`src/design/pnt_pkg.sv`:
```
// Shared types, constants and the control store for the perfect number test unit.
// Used by every module of the block but pnt_div; depends on nothing else.
package pnt_pkg;

   localparam int DEF_VALUE_WIDTH = 32;
   localparam int NUMBER_WIDTH    = 32;
   localparam int STEP_WIDTH      = 4;

   typedef enum logic [STEP_WIDTH-1:0] {
      S_IDLE       = 4'd0,
      S_CHECK      = 4'd1,
      S_DIV        = 4'd2,
      S_WAIT       = 4'd3,
      S_BOUND      = 4'd4,
      S_REM_TEST   = 4'd5,
      S_ADD_I      = 4'd6,
      S_SUM_TEST_I = 4'd7,
      S_Q_TEST     = 4'd8,
      S_ADD_Q      = 4'd9,
      S_SUM_TEST_Q = 4'd10,
      S_NEXT       = 4'd11,
      S_WAIT_OUT   = 4'd12,
      S_EMIT       = 4'd13
   } step_type;

   typedef enum logic [3:0] {
      COND_NEVER    = 4'd0,
      COND_ALWAYS   = 4'd1,
      COND_NO_REQ   = 4'd2,
      COND_SMALL    = 4'd3,
      COND_DIV_BUSY = 4'd4,
      COND_I_GT_Q   = 4'd5,
      COND_REM_NZ   = 4'd6,
      COND_SUM_GT   = 4'd7,
      COND_Q_EQ_I   = 4'd8,
      COND_OUT_BUSY = 4'd9
   } cond_type;

   typedef struct packed {
      logic     req_ready;
      logic     init;
      logic     div_start;
      logic     add_i;
      logic     add_q;
      logic     inc_i;
      logic     emit;
      cond_type cond;
      step_type target;
   } ctrl_type;

   typedef struct packed {
      logic small_value;
      logic div_busy;
      logic i_gt_q;
      logic rem_nz;
      logic sum_gt;
      logic q_eq_i;
      logic out_busy;
   } stat_type;

   // Control store: one word per step. A true condition jumps to the target,
   // otherwise the sequencer moves on to the next step.
   function automatic ctrl_type ucode(input step_type step);
      ctrl_type w;
      begin
         w = '0;
         w.cond = COND_NEVER;
         w.target = S_IDLE;
         case (step)
            S_IDLE: begin
               w.req_ready = 1'b1;
               w.cond = COND_NO_REQ;
               w.target = S_IDLE;
            end
            S_CHECK: begin
               w.init = 1'b1;
               w.cond = COND_SMALL;
               w.target = S_WAIT_OUT;
            end
            S_DIV: begin
               w.div_start = 1'b1;
            end
            S_WAIT: begin
               w.cond = COND_DIV_BUSY;
               w.target = S_WAIT;
            end
            S_BOUND: begin
               w.cond = COND_I_GT_Q;
               w.target = S_WAIT_OUT;
            end
            S_REM_TEST: begin
               w.cond = COND_REM_NZ;
               w.target = S_NEXT;
            end
            S_ADD_I: begin
               w.add_i = 1'b1;
            end
            S_SUM_TEST_I: begin
               w.cond = COND_SUM_GT;
               w.target = S_WAIT_OUT;
            end
            S_Q_TEST: begin
               w.cond = COND_Q_EQ_I;
               w.target = S_NEXT;
            end
            S_ADD_Q: begin
               w.add_q = 1'b1;
            end
            S_SUM_TEST_Q: begin
               w.cond = COND_SUM_GT;
               w.target = S_WAIT_OUT;
            end
            S_NEXT: begin
               w.inc_i = 1'b1;
               w.cond = COND_ALWAYS;
               w.target = S_DIV;
            end
            S_WAIT_OUT: begin
               w.cond = COND_OUT_BUSY;
               w.target = S_WAIT_OUT;
            end
            S_EMIT: begin
               w.emit = 1'b1;
               w.cond = COND_ALWAYS;
               w.target = S_IDLE;
            end
            default: begin
               w.cond = COND_ALWAYS;
               w.target = S_IDLE;
            end
         endcase
         return w;
      end
   endfunction

endpackage

```
`src/design/pnt_div.sv`:
```
// Restoring divider that produces one quotient bit per cycle.
// Uses no package items; instantiated by the datapath.
module pnt_div #(
   parameter int WIDTH = 32
) (
   input  logic             clock,
   input  logic             reset,
   input  logic             start,
   input  logic [WIDTH-1:0] dividend,
   input  logic [WIDTH-1:0] divisor,
   output logic             busy,
   output logic [WIDTH-1:0] quotient,
   output logic [WIDTH-1:0] remainder
);

   localparam int CNT_W = $clog2(WIDTH + 1);

   logic             busy_ff, busy_in;
   logic [CNT_W-1:0] cnt_ff, cnt_in;
   logic [WIDTH-1:0] quo_ff, quo_in;
   logic [WIDTH-1:0] rem_ff, rem_in;
   logic [WIDTH-1:0] dvs_ff, dvs_in;
   logic [WIDTH:0]   trial;
   logic [WIDTH:0]   diff;
   logic             fits;

   always_comb begin
      trial = {rem_ff, quo_ff[WIDTH-1]};
      diff = trial - {1'b0, dvs_ff};
      fits = trial >= {1'b0, dvs_ff};
      busy_in = busy_ff;
      cnt_in = cnt_ff;
      quo_in = quo_ff;
      rem_in = rem_ff;
      dvs_in = dvs_ff;
      if (start) begin
         busy_in = 1'b1;
         cnt_in = CNT_W'(WIDTH);
         quo_in = dividend;
         rem_in = '0;
         dvs_in = divisor;
      end else if (busy_ff) begin
         quo_in = {quo_ff[WIDTH-2:0], fits};
         rem_in = fits ? diff[WIDTH-1:0] : trial[WIDTH-1:0];
         cnt_in = cnt_ff - CNT_W'(1);
         if (cnt_ff == CNT_W'(1)) begin
            busy_in = 1'b0;
         end
      end
   end

   always_ff @(posedge clock) begin
      if (reset) begin
         busy_ff <= 1'b0;
         cnt_ff <= '0;
      end else begin
         busy_ff <= busy_in;
         cnt_ff <= cnt_in;
      end
      quo_ff <= quo_in;
      rem_ff <= rem_in;
      dvs_ff <= dvs_in;
   end

   assign busy = busy_ff;
   assign quotient = quo_ff;
   assign remainder = rem_ff;

`ifndef SYNTH
   a_start_idle: assert property (@(posedge clock) disable iff (reset)
      start |-> !busy_ff)
      else $error("divider started while busy");

   a_rem_below_divisor: assert property (@(posedge clock) disable iff (reset)
      $fell(busy_ff) |-> (rem_ff < dvs_ff))
      else $error("remainder not below divisor");
`endif

endmodule

```
`src/design/pnt_dp.sv`:
```
// Datapath: number, trial divisor, divisor sum, divider and result register.
// Depends on pnt_pkg and pnt_div.
module pnt_dp #(
   parameter int VALUE_WIDTH = pnt_pkg::DEF_VALUE_WIDTH
) (
   input  logic                            clock,
   input  logic                            reset,
   input  pnt_pkg::ctrl_type               ctrl,
   input  logic                            req_valid,
   input  logic [pnt_pkg::NUMBER_WIDTH-1:0] req_number,
   input  logic                            rsp_stall,
   output logic                            rsp_valid,
   output logic                            rsp_is_perfect,
   output pnt_pkg::stat_type               stat
);

   logic [VALUE_WIDTH-1:0] n_ff, n_in;
   logic [VALUE_WIDTH-1:0] i_ff, i_in;
   logic [VALUE_WIDTH:0]   sum_ff, sum_in;
   logic                   rsp_valid_ff, rsp_valid_in;
   logic                   rsp_is_perfect_ff, rsp_is_perfect_in;
   logic                   div_busy;
   logic [VALUE_WIDTH-1:0] quotient;
   logic [VALUE_WIDTH-1:0] remainder;
   logic                   small_value;

   pnt_div #(
      .WIDTH(VALUE_WIDTH)
   ) u_div (
      .clock    (clock),
      .reset    (reset),
      .start    (ctrl.div_start),
      .dividend (n_ff),
      .divisor  (i_ff),
      .busy     (div_busy),
      .quotient (quotient),
      .remainder(remainder)
   );

   always_comb begin
      small_value = n_ff[VALUE_WIDTH-1] || (n_ff <= VALUE_WIDTH'(1));
      n_in = n_ff;
      i_in = i_ff;
      sum_in = sum_ff;
      rsp_valid_in = rsp_valid_ff;
      rsp_is_perfect_in = rsp_is_perfect_ff;
      if (ctrl.req_ready && req_valid) begin
         n_in = VALUE_WIDTH'($unsigned(req_number));
      end
      if (ctrl.init) begin
         i_in = VALUE_WIDTH'(2);
         sum_in = (VALUE_WIDTH + 1)'(1);
      end
      if (ctrl.add_i) begin
         sum_in = sum_ff + {1'b0, i_ff};
      end
      if (ctrl.add_q) begin
         sum_in = sum_ff + {1'b0, quotient};
      end
      if (ctrl.inc_i) begin
         i_in = i_ff + VALUE_WIDTH'(1);
      end
      if (!rsp_stall) begin
         rsp_valid_in = 1'b0;
      end
      if (ctrl.emit) begin
         rsp_valid_in = 1'b1;
         rsp_is_perfect_in = (sum_ff == {1'b0, n_ff}) && !small_value;
      end
   end

   always_ff @(posedge clock) begin
      if (reset) begin
         rsp_valid_ff <= 1'b0;
      end else begin
         rsp_valid_ff <= rsp_valid_in;
      end
      n_ff <= n_in;
      i_ff <= i_in;
      sum_ff <= sum_in;
      rsp_is_perfect_ff <= rsp_is_perfect_in;
   end

   always_comb begin
      stat.small_value = small_value;
      stat.div_busy = div_busy;
      stat.i_gt_q = i_ff > quotient;
      stat.rem_nz = remainder != '0;
      stat.sum_gt = sum_ff > {1'b0, n_ff};
      stat.q_eq_i = quotient == i_ff;
      stat.out_busy = rsp_valid_ff && rsp_stall;
   end

   assign rsp_valid = rsp_valid_ff;
   assign rsp_is_perfect = rsp_is_perfect_ff;

endmodule

```
`src/design/pnt_seq.sv`:
```
// Microcode sequencer: step counter, control store lookup and conditional jumps.
// Depends on pnt_pkg for the step, condition and control word types.
module pnt_seq (
   input  logic              clock,
   input  logic              reset,
   input  logic              req_valid,
   input  pnt_pkg::stat_type stat,
   output pnt_pkg::ctrl_type ctrl
);

   pnt_pkg::step_type                step_ff, step_in;
   logic [pnt_pkg::STEP_WIDTH-1:0]   step_seq;
   logic                             jump;

   always_ff @(posedge clock) begin
      if (reset) begin
         step_ff <= pnt_pkg::S_IDLE;
      end else begin
         step_ff <= step_in;
      end
   end

   always_comb begin
      ctrl = pnt_pkg::ucode(step_ff);
      case (ctrl.cond)
         pnt_pkg::COND_NEVER:    jump = 1'b0;
         pnt_pkg::COND_ALWAYS:   jump = 1'b1;
         pnt_pkg::COND_NO_REQ:   jump = !req_valid;
         pnt_pkg::COND_SMALL:    jump = stat.small_value;
         pnt_pkg::COND_DIV_BUSY: jump = stat.div_busy;
         pnt_pkg::COND_I_GT_Q:   jump = stat.i_gt_q;
         pnt_pkg::COND_REM_NZ:   jump = stat.rem_nz;
         pnt_pkg::COND_SUM_GT:   jump = stat.sum_gt;
         pnt_pkg::COND_Q_EQ_I:   jump = stat.q_eq_i;
         pnt_pkg::COND_OUT_BUSY: jump = stat.out_busy;
         default:                jump = 1'b1;
      endcase
      step_seq = step_ff + pnt_pkg::STEP_WIDTH'(1);
      step_in = jump ? ctrl.target : pnt_pkg::step_type'(step_seq);
   end

`ifndef SYNTH
   a_emit_free: assert property (@(posedge clock) disable iff (reset)
      (step_ff == pnt_pkg::S_EMIT) |-> !stat.out_busy)
      else $error("result written while the output register is held");

   a_bound_after_div: assert property (@(posedge clock) disable iff (reset)
      (step_ff == pnt_pkg::S_BOUND) |-> !stat.div_busy)
      else $error("quotient used before the divider finished");
`endif

endmodule

```
`src/design/perfect_number_test_unit.sv`:
```
// Top level of the perfect number test unit: sequencer plus datapath.
// Depends on pnt_pkg, pnt_seq, pnt_dp and pnt_div.
//
// The request channel (req_valid, req_stall, req_number) takes one signed
// number per item. Only the low VALUE_WIDTH bits are tested, read as a two's
// complement value. The response channel (rsp_valid, rsp_stall,
// rsp_is_perfect) returns one bit per item, in order.
// The block works on one item at a time. A value below 2, negative ones
// included, skips the divider: after the check step it waits for the output
// register and is written by the emit step, and the sequencer then returns to
// idle for the next item. Otherwise every trial divisor i with i*i <= n costs
// one pass of the bit-serial divider plus the microcode steps that test and add
// i and n/i; the divider sets the time per item.
// A new item is accepted as soon as the previous result sits in the output
// register, even while the receiver stalls it. The next result waits in its
// step before the emit step until the register is free, so a stalled result never changes.
// Synchronous reset returns the sequencer to its idle step and clears
// rsp_valid; no item in flight survives it.
module perfect_number_test_unit #(
   parameter int VALUE_WIDTH = pnt_pkg::DEF_VALUE_WIDTH
) (
   input  logic                             clock,
   input  logic                             reset,
   input  logic                             req_valid,
   output logic                             req_stall,
   input  logic [pnt_pkg::NUMBER_WIDTH-1:0] req_number,
   output logic                             rsp_valid,
   input  logic                             rsp_stall,
   output logic                             rsp_is_perfect
);

   pnt_pkg::ctrl_type ctrl;
   pnt_pkg::stat_type stat;

   pnt_seq u_seq (
      .clock    (clock),
      .reset    (reset),
      .req_valid(req_valid),
      .stat     (stat),
      .ctrl     (ctrl)
   );

   pnt_dp #(
      .VALUE_WIDTH(VALUE_WIDTH)
   ) u_dp (
      .clock         (clock),
      .reset         (reset),
      .ctrl          (ctrl),
      .req_valid     (req_valid),
      .req_number    (req_number),
      .rsp_stall     (rsp_stall),
      .rsp_valid     (rsp_valid),
      .rsp_is_perfect(rsp_is_perfect),
      .stat          (stat)
   );

   assign req_stall = !ctrl.req_ready;

endmodule

```
`config.mk`:
```
export PLATFORM = sky130hd
export DESIGN_NAME = perfect_number_test_unit
export DESIGN_NICKNAME = d
export VERILOG_FILES = /design/src/design/pnt_pkg.sv /design/src/design/pnt_div.sv /design/src/design/pnt_dp.sv /design/src/design/pnt_seq.sv /design/src/design/perfect_number_test_unit.sv
export SDC_FILE = /design/constraint.sdc
export NUM_CORES = 1
export LEC_CHECK = 0
export BUFFER_PORTS_ARGS = -buffer_cell sky130_fd_sc_hd__buf_2
export CAP_MARGIN = 20
export CORE_ASPECT_RATIO = 0.9
export CORE_UTILIZATION = 58
export DETAILED_ROUTE_END_ITERATION = 10
export PLACE_DENSITY = 0.8
export SYNTH_ARGS = -nofsm -noshare
export SYNTH_HDL_FRONTEND = slang
export SYNTH_SLANG_ARGS = --single-unit
```
`constraint.sdc`:
```
create_clock -name clock -period 3.2 [get_ports clock]
set_input_delay 0.96 -clock clock [delete_from_list [all_inputs] [get_ports clock]]
set_output_delay 0.96 -clock clock [all_outputs]
set_load 0.1 [all_outputs]
```
==> results of run 1 <==
==> registers in the layout, summed over array words and instances (netlist names) <==
name	count
u_dp.sum_ff	33
u_dp.u_div.cnt_ff	6
u_dp.u_div.quotient	32
u_dp.i_ff	32
u_dp.u_div.dvs_ff	32
u_dp.u_div.busy	1
u_dp.u_div.remainder	32
u_dp.rsp_valid	1
u_seq.step_ff	4
u_dp.rsp_is_perfect	1
u_dp.n_ff	32
==> worst max-delay path, cell delays in order, from the launching register on <==
cell and delay [ns]:
edfxtp_1 0.42, ha_1 0.35, nand4_1 0.14, or4b_4 0.54, nor3_4 0.20, nand2_2 0.12, or4_4 0.59, o21ai_2 0.09
o32a_4 0.23, nor2_1 0.07, a311oi_1 0.25
==> stage by stage <==
step	TNS (ns)	utilization (%)	cell area, sq um
final	0	67.5	17200
after global routing	-0.0352	67.5	17200
after CTS	0	67.1	17100
after detailed placement	-0.0213	63.9	16300
after global placement	0	63.9	16300
after floorplan	0	-	15300
==> what timing repair did <==
action,CTS,global route
gates resized for setup,5,28
pin swaps,1,4
cloned,0,0
endpoints found under the setup margin,5,28
==> area by class of cell <==
| class | count | share of cell area (%) |
|---|---|---|
| clock buffers | 28 | 3.63 |
| well taps | 342 | 2.49 |
| clock inverters | 12 | 1.05 |
| multi-input cells | 1281 | 52.1 |
| repair buffers | 110 | 4.47 |
| flip-flops and latches | 206 | 33.4 |
| inverters | 131 | 2.87 |
==> metal layers <==
metal	share of wire (%)	wire length [microns]	vias to the layer above
li1	-	-	6363
met1	44	18500	6360
met2	45	18900	591
met3	7.5	3170	109
met4	3.9	1650	0
met5	0	0	-
==> power by group <==
group          leakage (uW)  switching [uW]  internal, uW
combinational       0.00497            6230          4240
clock              0.000396            1110          1780
sequential          0.00187             748          3970
==> cell families (layout without fill, tap and decap cells) <==
family,after synthesis,after routing
and+or+nand+nor,486,486
muxes,13,13
buffers and inverters,187,281
DFF,206,206
xor gates and xnor gates,108,108
AOI/OAI and AO/OA,504,504
adders and majority gates,170,170
==> placed cells by master (no fill, tap or decap), types with 38 or more instances in the layout <==
master / instances
dfxtp_1: 43
buf_4: 69
edfxtp_1: 162
nor2_1: 112
a21o_1: 66
buf_2: 38
ha_1: 166
inv_1: 130
a21oi_1: 121
xnor2_1: 54
xor2_1: 54
nand2_1: 153
o21ai_0: 109
==> final timing paths <==
check | from | end | slack [ns] | cells after the start
min reg2reg | u_dp.u_div.cnt_ff[1] | u_dp.u_div.cnt_ff[1] | 0.50 | 2
max | u_dp.sum_ff[28] | u_seq.step_ff[2] | 0.08 | 10
min | u_dp.u_div.cnt_ff[1] | u_dp.u_div.cnt_ff[1] | 0.50 | 2
max reg2reg | u_dp.sum_ff[28] | u_seq.step_ff[2] | 0.08 | 10
==> metrics, run 1 <==
Layout fillers 1,999; Synth Register Bits 206; GRT busiest layer met2; global route overflow 0; final-stage net count 1,959; fraction of registers with async set/reset 0%; Final ANT Viol Nets 0; critical path class register to register; Synth Area in XOR/XNOR 6.20%; Max FO, Critical Path 8; GR Util met3 3.61%; num ports 39; final worst clock skew 0.0126 ns; layout cells sized above 1 10.8%; gpl congestion 0.999; worst hold margin 0.502 ns; CTS H-Tree Depth 1; Port-buffer cells 38; drt pass-1 iters 5; DR vias/cell 6.36; LEAKAGE 0.00724 uW; status finished, final reports clean; cts bufs inserted 23; largest family of logic cells by synthesized area compound AO/OA/AOI/OAI gates; ys flop type edfxtp_1; Power Dens Cells 1050 nW/um^2; Final min period 3.12 ns; placed cells 2,070; CTS sink count 206; overall power 18,100 uW; RSZ-0062 raised after global routing true; 1st-iter DRT viols 1,667; # DRC 0; simple-gate share of the synthesized area 15.4%; CTS Buffer Depth 3; main area contributors after synthesis edfxtp_1 32%, ha_1 14%, dfxtp_1 5.8%; Synth area leader edfxtp_1; HP Class register to register; relative slew slack 47.3%; Initial Util 60.0%; largest net degree at the start of global routing 60; row cnt 55; Reg area 5750 sq um; Diodes inserted 0; Place WS -0.0213 ns; Crit. End Element register; GRT met1 Usage 42.8%; clk_lat worst skew 0.52 ns; initial antenna violation count 0; Reg clk slew, reported paths 0.06 ns; critical path startpoint category register; Crit path required time 3.60 ns; mapped cell area 15,300 sq um; Synth Area in Compound Gates 21.1%; Synth Area in Adders 14.1%; root buf cell clkbuf_16; Synth-to-Final Area Change 12.7%; setup ws final 0.0805 ns; share of the synthesized area in the top cell type 31.9%; vias in the first global route 12,584; max cap viols 0; setup violators final 0; Non-Filler Instances 2,110; first-pass GRT wire length 66.4 mm; Max VDD drop 669 uV; total core area 25,500 sq um; net count after synthesis 1,880; Tcrit/Tclk final 97.5%; die area 27,000 sq um; top-count cell post-synth ha_1; post-CTS setup buffers 0; Ys Warns 0; Syn Area/Cell 9.12 sq um; multiplexer area fraction after synthesis 0.861%; DR WL/cell 20.0 microns; fmax 321 MHz; DPL Wire Length 31.2 mm; post-synthesis sequential area ratio 37.6%; total global-route track usage 30.8%; synth cell count leaders 167 x ha_1, 162 x edfxtp_1, 154 x nand2_1; area of the multi-input gates 8960 sq um; post-synth cell types 77; Cells after Synth 1,674; Worst EP arrival 3.52 ns; vias 13,423; total wire length 42.2 mm; Slew Viols, Final 0; Slew @ Worst Pin 0.791 ns; die height 156 microns; die width 173 microns; CTS tree yes; number of synthesized flops with an enable pin 162; M2 GR Usage 49.4%; cts hold-fix bufs 0; Hold Vio Cnt, Final 0
Power figures use the tool's default switching activity.
==> run 2, diff against run 1 <==
ABC_AREA = 1   (was not set)
==> run 2 against run 1 <==
Hold slack got worse by 0.044 ns. Highest routed layer unchanged. Sequential power decreased by 1%. Sequential share of layout area decreased by 1.5 points. Global-route usage is 2.8 points higher.
==> metrics, run 2 <==
Worst EP arrival 3.25 ns (-0.27 ns); Cells after Synth 2,214 (+32%); mapped cell area 16,500 sq um (+8.1%); critical path's top delay family simple AND/OR/NAND/NOR gates; area post-placement 17,200 sq um (+5.7%); Slew @ Worst Pin 0.869 ns (+0.0787 ns); net count after synthesis 2,420 (+29%); slowest stage delay, CP 0.46 ns (-0.13 ns); cts hold-fix bufs 0 (unchanged); GRT met1 Usage 46.2% (+3.3 points); Slew Viols, Final 0 (unchanged); M2 GR Usage 54.8% (+5.3 points); die height 162 microns (+3.9%); largest family of logic cells by synthesized area simple AND/OR/NAND/NOR gates; root buf cell clkbuf_16; Hold Vio Cnt, Final 0 (unchanged); row cnt 58 (+5.5%); initial antenna violation count 0 (unchanged); fmax 339 MHz (+5.7%); total wire length 49.5 mm (+17%); Top reg by flops u_dp.sum_ff; Crit path required time 3.50 ns (-0.10 ns); setup violators final 0 (unchanged); Crit. End Element register; post-synth cell types 53 (-31%); synth cell count leaders 487 x nand2_1, 300 x inv_1, 225 x nor2_1; main area contributors after synthesis edfxtp_1 29%, ha_1 13%, nand2_1 11%; CTS Buffer Depth 3 (unchanged); Max FO, Critical Path 3 (-5); HP Class register to register; total core area 27,900 sq um (+9.7%); Diodes inserted 0 (unchanged); Final min period 2.95 ns (-0.167 ns); GR Util met3 4.39% (+0.79 points); CTS tree yes; Synth Area in Compound Gates 14.3% (-6.8 points); relative slew slack 41.5% (-5.8 points); critical path startpoint category register; design area 18,000 sq um (+4.5%); placed cells 2,608 (+26%); cts bufs inserted 24 (+4.3%); critical path class register to register; most frequent cells in the layout 486 x nand2_1, 299 x inv_1, 223 x nor2_1; 1st-iter DRT viols 1,642 (-1.5%); Synth Register Bits 206 (unchanged); max cap viols 0 (unchanged); multiplexer area fraction after synthesis 0% (-0.86 points); total global-route track usage 33.7% (+2.8 points); Buf/Inv on CP 2 (+2); DPL Wire Length 39.0 mm (+25%); global route overflow 0 (unchanged); share of the synthesized area in the top cell type 29.5% (-2.4 points); most frequent CP cell nand2_1; CTS sink count 206 (unchanged); most common cell after layout, fill and taps aside nand2_1; Power Dens Cells 934 nW/um^2 (-11%); DR vias/cell 5.91 (-7.1%); final-stage net count 2,480 (+27%); Synth Area in XOR/XNOR 2.28% (-3.9 points); Synth area leader edfxtp_1; top-count cell post-synth nand2_1; ys flop type edfxtp_1; Reg clk slew, reported paths 0.07 ns (about the same); fraction of registers with async set/reset 0% (unchanged); layout cells sized above 1 7.33% (-3.5 points); reg2reg setup slack 0.25 ns (+0.17 ns); Port-buffer cells 38 (unchanged); drt pass-1 iters 8 (+3); num ports 39 (unchanged); LEAKAGE 0.00832 uW (+15%); post-synthesis sequential area ratio 34.8% (-2.8 points); status finished, final reports clean; Synth Area in Adders 13.0% (-1.1 points); setup TNS 0 ns (unchanged); first-pass GRT wire length 76.8 mm (+16%); RSZ-0062 raised after global routing false; clk_lat worst skew 0.54 ns (+0.02 ns); simple-gate share of the synthesized area 27.5% (+12 points); Final ANT Viol Nets 0 (unchanged); GRT busiest layer met2; Initial Util 59.1% (-0.88 points); CP Cell Sequence ha_1, inv_1, fa_1, nor3_1, nor2_1, o21ai_1, inv_1, o21bai_1, nand3_1, nand2_1, nand2_1, nand3_1, nand2_1; die width 180 microns (+3.9%); Ys Warns 0 (unchanged); Synth-to-Final Area Change 8.94%; vias in the first global route 14,703 (+17%); # DRC 0 (unchanged); number of synthesized flops with an enable pin 162 (unchanged); final worst clock skew 0.0294 ns (+0.0168 ns); Largest register FFs 33 (unchanged); largest net degree at the start of global routing 66 (+10%); Tcrit/Tclk final 92.3% (-5.2 points); Layout fillers 2,437 (+22%); Non-Filler Instances 2,652 (+26%); Syn Area/Cell 7.45 sq um (-18%); CTS H-Tree Depth 1 (unchanged); vias 15,667 (+17%); gpl congestion 1.06 (+6.0%); DR WL/cell 18.7 microns (-6.7%); post-CTS setup buffers 0 (unchanged); Max VDD drop 632 uV (-5.6%); slowest stage cell on the critical path fa_1; die area 29,100 sq um (+8.0%)
[run 2: power breakdown]
part           internal (uW)  switching (uW)
Combinational           3080            6300
Clock                   1610            1140
Sequential              3910             760
[run 2: cell families after synthesis]
kind of cell / after synthesis
and+or+nand+nor: 1025
AOI/OAI and AO/OA: 431
buffers and inverters: 339
DFF: 206
adders and majority gates: 170
xor gates and xnor gates: 43
[run 2: path summary, 6_finish.rpt]
| path | start | to | depth (start not counted) |
|---|---|---|---|
| hold reg to reg | u_dp.u_div.remainder[31] | u_dp.u_div.remainder[31] | 2 |
| hold / removal | u_dp.u_div.remainder[31] | u_dp.u_div.remainder[31] | 2 |
| setup reg to reg | u_dp.u_div.quotient[0] | u_dp.sum_ff[28] | 13 |
| setup / recovery | u_dp.u_div.quotient[0] | u_dp.sum_ff[28] | 13 |
[run 2: worst register-to-register path, cell delays in order (launching register included)]
cell and delay, ns:
edfxtp_1 0.43, ha_1 0.23, inv_1 0.07, fa_1 0.46, nor3_1 0.23, nor2_1 0.10, o21ai_1 0.31, inv_1 0.14
o21bai_1 0.25, nand3_1 0.21, nand2_1 0.10, nand2_1 0.05, nand3_1 0.08, nand2_1 0.07
[run 2: layout make-up]
| type | count | area (sq um) | share of cell area, % |
|---|---|---|---|
| repair buffers | 66 | 400 | 2.23 |
| inverters | 307 | 1150 | 6.42 |
| multi-input cells | 1669 | 9450 | 52.5 |
| clock buffers | 29 | 651 | 3.62 |
| clock inverters | 15 | 131 | 0.731 |
| well taps | 360 | 450 | 2.51 |
| flip-flops and latches | 206 | 5750 | 32.0 |
[run 2: timing repair]
item / 4_1_cts / 5_1_grt
gates resized for setup: 0 / 1
setup endpoints to repair: 0 / 1
hold endpoints to repair: 0 / 0
[run 2: per-stage QoR]
step / worst slack [ns] / utilization, % / hold slack, ns / power (uW)
global placement: 0.194 / 61.5 / 0.443 / 13600
global route: 0.131 / 64.3 / 0.496 / 18000
CTS: 0.206 / 64.3 / 0.464 / 16600
detailed placement: 0.220 / 61.5 / 0.455 / 13800
finish: 0.247 / 64.3 / 0.457 / 16800
floorplan: 0.0108 / - / 0.426 / 11200
[run 2: metal layers]
metal / routed length, microns / share of wire [%]
met4: 1740 / 3.5
met5: 0 / 0
met2: 22000 / 44
met3: 4330 / 8.8
met1: 21400 / 43
==> run 3, diff against run 2 <==
--- a/config.mk
+++ b/config.mk
@@ -13,4 +13,5 @@
 export DETAILED_ROUTE_END_ITERATION = 10
 export PLACE_DENSITY = 0.8
+export REMOVE_ABC_BUFFERS = 1
 export SYNTH_ARGS = -nofsm -noshare
 export SYNTH_HDL_FRONTEND = slang
==> constraint.sdc (replaced) <==
create_clock -name clock -period 3.2 [get_ports clock]
set_input_delay 0.32 -clock clock [delete_from_list [all_inputs] [get_ports clock]]
set_output_delay 0.32 -clock clock [all_outputs]
set_load 0.1 [all_outputs]
==> run 3 against run 2 <==
Cell area rose by 1.7%. Clock skew fell by 0.0071 ns. Core utilization increased by 1.1 points. First-iteration DRC count shrank 18%. Critical path type unchanged. Wire length fell by 3.0%. Clock power down 2%. Critical path depth did not move. Flip-flop and latch count stayed put. Register-to-register slack is essentially flat. Setup slack improved by 0.015 ns.
==> metrics, run 3 (synthesized netlist as in run 2, its figures left out) <==
status finished, final reports clean; 1st-iter DRT viols 1,353 (-18%); FF-to-FF Start u_dp.u_div.quotient[0]; die height 162 microns (unchanged); Synth-to-Final Area Change 10.8%; # DRC 0 (unchanged); Tcrit/Tclk final 91.8% (-0.46 points); total global-route track usage 32.8% (-0.87 points); Non-Filler Instances 2,684 (+1.2%); crit path from u_dp.u_div.quotient[0]; num ports 39 (unchanged); Max VDD drop 711 uV (+12%); cts bufs inserted 24 (unchanged); Diodes inserted 0 (unchanged); worst setup path endpoint u_dp.sum_ff[28]; initial antenna violation count 0 (unchanged); placed cells 2,607 (-0.038%); most common cell after layout, fill and taps aside nand2_1; setup TNS 0 ns (unchanged); global route overflow 0 (unchanged); area post-placement 17,200 sq um (about the same); total core area 27,900 sq um (unchanged); Largest register FFs 33 (unchanged); DPL Wire Length 37.5 mm (-3.9%); Hold Vio Cnt, Final 0 (unchanged); CTS tree yes; row cnt 58 (unchanged); vias 15,716 (+0.31%); setup violators final 0 (unchanged); Worst EP arrival 3.22 ns (-0.03 ns); die width 180 microns (unchanged); clk_lat worst skew 0.53 ns (about the same); critical path class register to register; Final min period 2.94 ns (-0.0147 ns); root buf cell clkbuf_16; Power Dens Cells 912 nW/um^2 (-2.4%); max cap viols 0 (unchanged); reg2reg setup slack 0.26 ns (about the same); CTS Buffer Depth 3 (unchanged); Initial Util 59.1% (unchanged); CTS H-Tree Depth 1 (unchanged); CTS sink count 206 (unchanged); first-pass GRT wire length 75.9 mm (-1.2%); total wire length 48.0 mm (-3.0%); layout cells sized above 1 7.01% (-0.32 points); cts hold-fix bufs 33 (+33); LEAKAGE 0.00845 uW (+1.5%); final worst clock skew 0.0223 ns (-0.00709 ns); final-stage net count 2,512 (+1.3%); largest net degree at the start of global routing 66 (unchanged); design area 18,300 sq um (+1.7%); Crit path required time 3.48 ns (-0.02 ns); drt pass-1 iters 6 (-2); DR vias/cell 5.86 (-0.88%); vias in the first global route 15,055 (+2.4%); Reg clk slew, reported paths 0.06 ns (about the same); die area 29,100 sq um (unchanged); Final ANT Viol Nets 0 (unchanged); FF-to-FF path depth 13 (unchanged); post-CTS setup buffers 0 (unchanged); Slew Viols, Final 0 (unchanged); RR Endpoint u_dp.sum_ff[28]; relative slew slack 50.0% (+8.5 points); Crit. End Element register; gpl congestion 1.01 (-4.9%); fmax 340 MHz (+0.50%); critical path startpoint category register; DR WL/cell 17.9 microns (-4.2%); HP Class input port to register; most frequent cells in the layout 486 x nand2_1, 299 x inv_1, 223 x nor2_1; Port-buffer cells 38 (unchanged); RSZ-0062 raised after global routing false; CTS resizes 0 (unchanged); Top reg by flops u_dp.sum_ff; Max FO, Critical Path 3 (unchanged); Slew @ Worst Pin 0.749 ns (-0.120 ns); worst hold margin 0.142 ns (-0.316 ns)
-- run 3: cell count changes in the layout (fill, tap and decap cells not counted), sizes merged --
cell | previous run | this run
dlygate4sd3 | 0 | 33
clkbuf | 29 | 32
clkinvlp | 3 | 0
buf | 66 | 65
clkinv | 11 | 10
inv | 306 | 307
-- run 3: through the flow --
step	utilization (%)	total power [uW]	worst slack (ns)
6_report	65.4	16700	0.262
5_1_grt	65.4	17900	0.117
4_1_cts	65.4	16500	0.316
3_5_place_dp	61.5	13700	0.363
3_3_place_gp	61.5	13500	0.400
2_1_floorplan	-	11000	-0.984
-- run 3: how the worst min path moves through the flow --
stage | start | to | slack [ns] | cells past startpoint
global placement | u_dp.u_div.remainder[31] | u_dp.u_div.remainder[31] | 0.44 | 2
floorplan | reset | u_seq.step_ff[3] | 0.39 | 1
finish | rsp_stall | u_dp.rsp_valid | 0.14 | 4
CTS | rsp_stall | u_dp.rsp_valid | 0.13 | 4
global route | rsp_stall | u_dp.rsp_valid | 0.17 | 4
detailed placement | u_dp.u_div.remainder[31] | u_dp.u_div.remainder[31] | 0.46 | 2
-- run 3: where the power goes --
| group | total (uW) | internal [uW] | switching, uW |
|---|---|---|---|
| logic | 9300 | 3090 | 6210 |
| registers | 4670 | 3910 | 759 |
| clock network | 2700 | 1590 | 1100 |
| total | 16700 | 8590 | 8070 |
-- run 3: final cells by class --
type | instances | area, sq um
Multi-Input combinational cell | 1669 | 9440
Clock buffer | 32 | 652
Fill cell | 2409 | 9660
Inverter | 307 | 1150
Sequential cell | 206 | 5750
Tap cell | 360 | 450
Clock inverter | 12 | 113
Timing Repair Buffer | 98 | 723
-- run 3: worst max-delay path, cell delays in order, from the launching register on --
cell,delay (ns)
edfxtp_1,0.47
ha_1,0.25
inv_1,0.07
fa_1,0.43
nor3_1,0.22
nor2_1,0.10
o21ai_0,0.34
inv_1,0.12
o21bai_1,0.25
nand3_1,0.15
nand2_1,0.08
nand2_1,0.05
nand3_1,0.10
nand2_1,0.08
-- run 3: layer usage --
| metal | vias up | wire (microns) | GRT usage (%) |
|---|---|---|---|
| met3 | 119 | 3540 | 4.01 |
| met2 | 647 | 22000 | 55.1 |
| met5 | - | 0 | 0 |
| met4 | 0 | 1880 | 13.4 |
| met1 | 7269 | 20600 | 43.2 |
| li1 | 7681 | - | - |
